===== src/xoshiro_pkg.sv =====
// ----------------------------------------------------------------------------
// xoshiro_pkg
// Shared types and constants of the xoshiro256** generator.
// ----------------------------------------------------------------------------
package xoshiro_pkg;

    localparam logic [1:0] MODE_SEED    = 2'd0;
    localparam logic [1:0] MODE_NEXT64  = 2'd1;
    localparam logic [1:0] MODE_NEXT32  = 2'd2;
    localparam logic [1:0] MODE_BOUNDED = 2'd3;

    localparam logic [1:0] STATUS_OK       = 2'd0;
    localparam logic [1:0] STATUS_UNSEEDED = 2'd1;
    localparam logic [1:0] STATUS_IGNORED  = 2'd2;

    localparam logic [63:0] GOLDEN_GAMMA = 64'h9E3779B97F4A7C15;
    localparam logic [63:0] MIX_MUL_A    = 64'hBF58476D1CE4E5B9;
    localparam logic [63:0] MIX_MUL_B    = 64'h94D049BB133111EB;

    localparam int QUEUE_DEPTH = 2;

    // one classified request as it travels through the queue
    typedef struct packed {
        logic [1:0]  mode;
        logic [63:0] seed_value;
        logic [31:0] bound;
        logic [31:0] offset;
    } req_t;

    typedef enum logic [3:0] {
        ST_IDLE,
        ST_SM_MUL_A,
        ST_SM_MUL_B,
        ST_SM_FIN,
        ST_DRAW,
        ST_BND_MUL,
        ST_BND_CHECK,
        ST_THR_DIV,
        ST_THR_CHECK,
        ST_OUT
    } state_t;

endpackage


===== src/xoshiro_front.sv =====
// ----------------------------------------------------------------------------
// xoshiro_front
// Accept request items and hold them in a short queue for the back end.
// ----------------------------------------------------------------------------
module xoshiro_front
(
    input  logic                clk,
    input  logic                rst_n,
    input  logic                in_valid,
    output logic                in_ready,
    input  xoshiro_pkg::req_t   in_req,
    output logic                q_valid,
    input  logic                q_ready,
    output xoshiro_pkg::req_t   q_req
);

    xoshiro_pkg::req_t slot_reg [xoshiro_pkg::QUEUE_DEPTH];
    logic       wr_ptr_reg;
    logic       rd_ptr_reg;
    logic [1:0] count_reg;
    logic       push;
    logic       pop;

    assign in_ready = (count_reg != 2'(xoshiro_pkg::QUEUE_DEPTH));
    assign q_valid  = (count_reg != 2'd0);
    assign q_req    = slot_reg[rd_ptr_reg];
    assign push     = in_valid && in_ready;
    assign pop      = q_valid && q_ready;

    always_ff @(posedge clk)
    begin
        if (push)
        begin
            slot_reg[wr_ptr_reg] <= in_req;
        end
    end

    always_ff @(posedge clk or negedge rst_n)
    begin
        if (!rst_n)
        begin
            wr_ptr_reg <= 1'b0;
            rd_ptr_reg <= 1'b0;
            count_reg  <= 2'd0;
        end
        else
        begin
            if (push)
            begin
                wr_ptr_reg <= ~wr_ptr_reg;
            end
            if (pop)
            begin
                rd_ptr_reg <= ~rd_ptr_reg;
            end
            count_reg <= count_reg + 2'(push) - 2'(pop);
        end
    end

endmodule


===== config.mk =====
export PLATFORM = sky130hd
export DESIGN_NAME = xoshiro_front
export DESIGN_NICKNAME = d
export VERILOG_FILES = /design/src/xoshiro_pkg.sv /design/src/xoshiro_front.sv
export SDC_FILE = /design/constraint.sdc
export NUM_CORES = 1
export LEC_CHECK = 0
export BUFFER_PORTS_ARGS = -buffer_cell sky130_fd_sc_hd__buf_2
export CORE_UTILIZATION = 50
export CTS_CLUSTER_SIZE = 25
export DETAILED_ROUTE_END_ITERATION = 10
export PLACE_DENSITY = 0.76
export SYNTH_ARGS = -nofsm -noshare
export SYNTH_HDL_FRONTEND = slang
export SYNTH_SLANG_ARGS = --single-unit
export TNS_END_PERCENT = 50

===== constraint.sdc =====
create_clock -name clk -period 15.69 [get_ports clk]
set_input_delay 3.138 -clock clk [delete_from_list [all_inputs] [get_ports clk]]
set_output_delay 3.138 -clock clk [all_outputs]
set_load 0.005 [all_outputs]

* Yosys cells after proc, flatten, opt, wreduce, memory -nomap -nowiden
Memories as Yosys holds them, arrays and structs flattened.
Cells that the tools add are included.
** Word-level totals
- RAM bits :: 260
- Input port bits :: 134
- Memories :: 1
- Flip-flop bits (word level) :: 4
- Latch bits :: 0
- ROM bits :: 0
- Logic and storage cells :: 14
- Output and inout port bits :: 132
** Cells by class
- Multiply operators :: 0
- Divide/modulo/power cells :: 0
- Eq/ne operators :: 1
- Bitwise logic cells :: 2
- Add/subtract/negate cells :: 2
- Magnitude comparators :: 0
- Muxes and demuxes :: 2
- Reduce and logical (&&, ||, !) cells :: 3
- Shifts and indexed selects :: 0
** Memory list
- slot_reg :: depth 2, bits a word 130, read ports 1, clocked after Yosys merged registers in 0, wr ports 1, RTL line xoshiro_front.sv:17 : xoshiro_pkg::req_t slot_reg [xoshiro_pkg::QUEUE_DEPTH];
** Operators by type and width (count)
- 2-bit by 1-bit adder with 2-bit output :: 1
- 1-bit logical AND :: 2
- 1-bit 2-to-1 mux :: 2
- 2-bit != test (second input constant) :: 1
- 1-bit NOT :: 2
- 2-bit nonzero test :: 1
- 2-bit by 1-bit subtractor with 2-bit output :: 1

* Logic depth before layout (Yosys ltp)
- Depth after elaboration :: 4
- Gate-level depth with buffers :: 7
- Mapped depth without buffers :: 7

* Worst setup path before layout
No wires, ideal clock.
- Path type :: input port to flip-flop
- Start point :: in in_valid
- End point :: mem slot_reg[0][0] in the netlist's numbering, enable pin
- Stages on the path :: 2
- Setup slack :: 6.436 ns
- Setup time :: 0.621 ns
- Path buffers :: 0
- Arrival time :: 8.633 ns
- Data required time :: 15.069 ns
- Path through :: nand2_1 > nor2_1
** On the way
- Cells in the longest elaborated chain, start to end :: 3
** RTL lines
- start: declaration :: RTL line xoshiro_front.sv:9 : input logic in_valid,
- 1-bit logical AND :: RTL line xoshiro_front.sv:27 : assign push = in_valid && in_ready;
- 1-bit 2-to-1 mux :: RTL line xoshiro_front.sv:32 : if (push)
- 1-bit 2-to-1 mux (implied by the code) :: RTL line xoshiro_front.sv:34 : slot_reg[wr_ptr_reg] <= in_req;
- end: declaration :: RTL line xoshiro_front.sv:17
Every way passes these cells.

==> flow_summary_export.csv <==
group,metric,value,unit
status,status,"finished, final reports clean",
power_and_ir_drop,relative_contribution_of_the_clock_network_to_total_power,26.8,%
timing,clock_skew,0.00639,ns
cells_and_area,filler_cell_count,1373,
logic_synthesis,synth_seq_area_share,79.4,%
routing,wire_per_inst,17.6,µm
clock_network,cts_tree,"yes",
clock_network,tritoncts.num_buffers,27,
die,floorplan_die_height,143,µm
routing,firstDrtPassIters,4,
power_and_ir_drop,vdd.ir_drop.worst,0.000168,V
power_and_ir_drop,static-leakage-power,4.89,nW
clock_network,clock_tree.root_cell,"sky130_fd_sc_hd__clkbuf_16",
worst_setup_path,cp_data_required_time,12.55,ns
timing,finalCriticalPeriod,5.71,ns
die,fp.dieW,143,µm
power_and_ir_drop,p_int,1.70,mW
cells_and_area,drive_gt1_share,60.5,%
die,number_of_rows_created_at_floorplan,51,
logic_synthesis,post_synth_edffs,260,
logic_synthesis,ys_dominant_reg_cell,"sky130_fd_sc_hd__edfxtp_1",
logic_synthesis,mappedNetlistArea,9950,µm²
routing,drc,0,
power_and_ir_drop,combPwrFrac,28.8,%
logic_synthesis,postSynthCellCount,422,
cells_and_area,final_nets,842,
power_and_ir_drop,total_power,2.28,mW
routing,drt-vias-per-instance,4.90,
cells_and_area,layout-area-overhead-vs-synth,24.4,%
clock_network,worst_setup_hold_path_clk_slew,0.06,ns
power_and_ir_drop,swShare,25.7,%
logic_synthesis,synth_cell_types,17,
timing,hold_ws,0.510,ns
placed_design,gp_congestion,0.787,
logic_synthesis,synthesis.area_per_instance,23.6,µm²
die,floorplan.core_area,19500,µm²
worst_setup_path,end_kind,"output port",
clock_network,clkLatencyLatePin,0.50,ns
logic_synthesis,synthMostInstantiatedCell,"sky130_fd_sc_hd__edfxtp_1",
logic_synthesis,synth_top_cell_area_share,78.4,%
timing,number_of_failing_hold_endpoints_at_the_final_stage,0,
cells_and_area,max_reg_flops,260,
clock_network,post_cts_hold_buffer_count,0,
logic_synthesis,synth_top_area_cell,"sky130_fd_sc_hd__edfxtp_1",
die,floorplan.initialDensity,51.1,%
worst_setup_path,critPathArrivalTime,2.57,ns
grt,first_pass_grt_wire_length,25.7,mm
die,boundaryPins,266,
timing,min_period_over_period,36.4,%
clock_network,htree_levels,1,
grt,antenna_found_initial,3,
power_and_ir_drop,power_frac_seq,44.5,%
timing,final_max_slew_viol_count,0,
hold_path,path_class_of_the_lowest_slack_min_delay_path,"flop to flop",
placed_design,place_hpwl,11.6,mm
clock_network,post-cts-setup-buffer-count,0,
timing,setup_total_negative_slack,0,ns
timing,grt_setup_unrepaired,"no",
power_and_ir_drop,switchingPower,0.588,mW
clock_network,cts_resized,0,
routing,dr_total_vias,4859,
grt,gr-usage-all-layers,16.4,%
worst_setup_path,worstSetupStartpointType,"flop",
grt,pin_count_of_the_biggest_net_entering_global_routing,74,
worst_setup_path,critPathKind,"flop to output port",
logic_synthesis,synth.top_cells.by_count,"sky130_fd_sc_hd__edfxtp_1 (260), sky130_fd_sc_hd__mux2_4 (90), sky130_fd_sc_hd__mux2_2 (40), sky130_fd_sc_hd__buf_6 (10)",
grt,grt_pass1_vias,5016,
timing,finalSetupViolCount,0,
worst_setup_path,critical_path_peak_fanout,59,
logic_synthesis,yosys_warnings,0,
timing,timing.slew.headroom,27.6,%
die,die_area,20500,µm²
routing,routed_wl,17.5,mm
clock_network,clkSinkCount,264,
logic_synthesis,total_nets_after_synthesis,558,
routing,drt-initial-drc-count,217,
timing,max_clock_freq,175,MHz
grt,gr-total-overflow,0,
cells_and_area,final-seq-area,7910,µm²
logic_synthesis,async_flop_share,1.52,%
placed_design,port_buffers,265,
clock_network,clock_tree_buffer_depth,3,
cells_and_area,area_of_the_multi_input_gates,1910,µm²
power_and_ir_drop,power-per-cell-area,184,nW/µm²
logic_synthesis,synth.ff_latch_count,264,
routing,ant_nets,0,
run,drv_cap,0,
logic_synthesis,netlist_top_cells_area,"sky130_fd_sc_hd__edfxtp_1 (78%), sky130_fd_sc_hd__mux2_4 (14%), sky130_fd_sc_hd__mux2_2 (4.5%)",
timing,timing_worst_slew_pin_value,1.09,ns
[worst paths after layout]
| kind | from | end | slack [ns] | cells after the start |
|---|---|---|---|---|
| setup / recovery | rd_ptr_reg | q_req[129] | 9.98 | 3 |
| hold / removal | count_reg[0] | count_reg[0] | 0.51 | 1 |
| setup reg to reg | count_reg[1] | slot_reg[0][120] | 12.93 | 5 |
| hold reg to reg | count_reg[0] | count_reg[0] | 0.51 | 1 |
| max in group asynchronous | rst_n | rd_ptr_reg | 13.13 | 1 |
| min in group asynchronous | rst_n | wr_ptr_reg | 2.43 | 1 |
[power groups by stage]
stage                     Clock [mW]  Combinational [mW]  Sequential, mW
after floorplan                    0               0.455            1.03
after global placement             0               0.654            1.02
after detailed placement           0               0.666            1.03
after CTS                      0.626               0.669            1.02
after global routing           0.653               0.712            1.03
final                          0.612               0.657            1.02
[placed cells by master (no fill, tap or decap)]
cell and count:
sky130_fd_sc_hd__and3_4 1, sky130_fd_sc_hd__dfrtp_4 1, sky130_fd_sc_hd__clkbuf_16 27, sky130_fd_sc_hd__ha_1 2, sky130_fd_sc_hd__inv_1 1, sky130_fd_sc_hd__nand2b_1 1
sky130_fd_sc_hd__clkbuf_1 3, sky130_fd_sc_hd__bufinv_16 4, sky130_fd_sc_hd__clkinv_2 3, sky130_fd_sc_hd__or2_2 1, sky130_fd_sc_hd__clkinv_1 10, sky130_fd_sc_hd__and2_1 1
sky130_fd_sc_hd__dfrtp_1 3, sky130_fd_sc_hd__xor2_1 1, sky130_fd_sc_hd__buf_2 265, sky130_fd_sc_hd__mux2_4 90, sky130_fd_sc_hd__diode_2 2, sky130_fd_sc_hd__nor2_4 1
sky130_fd_sc_hd__edfxtp_1 260, sky130_fd_sc_hd__nand2_1 1, sky130_fd_sc_hd__mux2_2 40, sky130_fd_sc_hd__buf_4 5, sky130_fd_sc_hd__xnor2_1 3
[per-stage QoR]
step | setup WS [ns] | util, % | std cells | area, µm²
floorplan | 6.44 | - | 422 | 9950
global placement | 10.31 | 59.2 | 942 | 11500
detailed placement | 10.23 | 59.2 | 942 | 11500
CTS | 9.94 | 63.6 | 989 | 12400
global route | 9.86 | 63.6 | 991 | 12400
finish | 9.98 | 63.6 | 991 | 12400
[cells by family after synthesis]
kind of cell	Yosys count	synth area share (%)
xor gates and xnor gates	4	0.352
adders and majority gates	2	0.251
buffers and inverters	16	1.52
DFF	264	79.4
muxes	130	18.1
and+or+nand+nor	6	0.327
[metal layers]
layer | track usage, % | wire length [µm]
met5 | 0 | 12
met4 | 5.49 | 425
met3 | 4.02 | 1240
met2 | 28.1 | 8590
met1 | 20.5 | 7210
[worst max-delay path: stages, from the launching register on]
cell	delay, ns
sky130_fd_sc_hd__dfrtp_4	0.59
sky130_fd_sc_hd__buf_4	0.85
sky130_fd_sc_hd__mux2_2	0.41
sky130_fd_sc_hd__buf_2	0.13
[cell type report]
class / instances / share of cell area [%]
timing repair buffer: 270 / 11.0
clock buffer: 30 / 5.55
sequential: 264 / 63.9
inverter: 1 / 0.0303
antenna: 2 / 0.0404
multi-input combinational: 142 / 15.4
clock inverter: 17 / 1.39
tap: 265 / 2.68
Note: power is estimated with default switching activity, not from simulation.
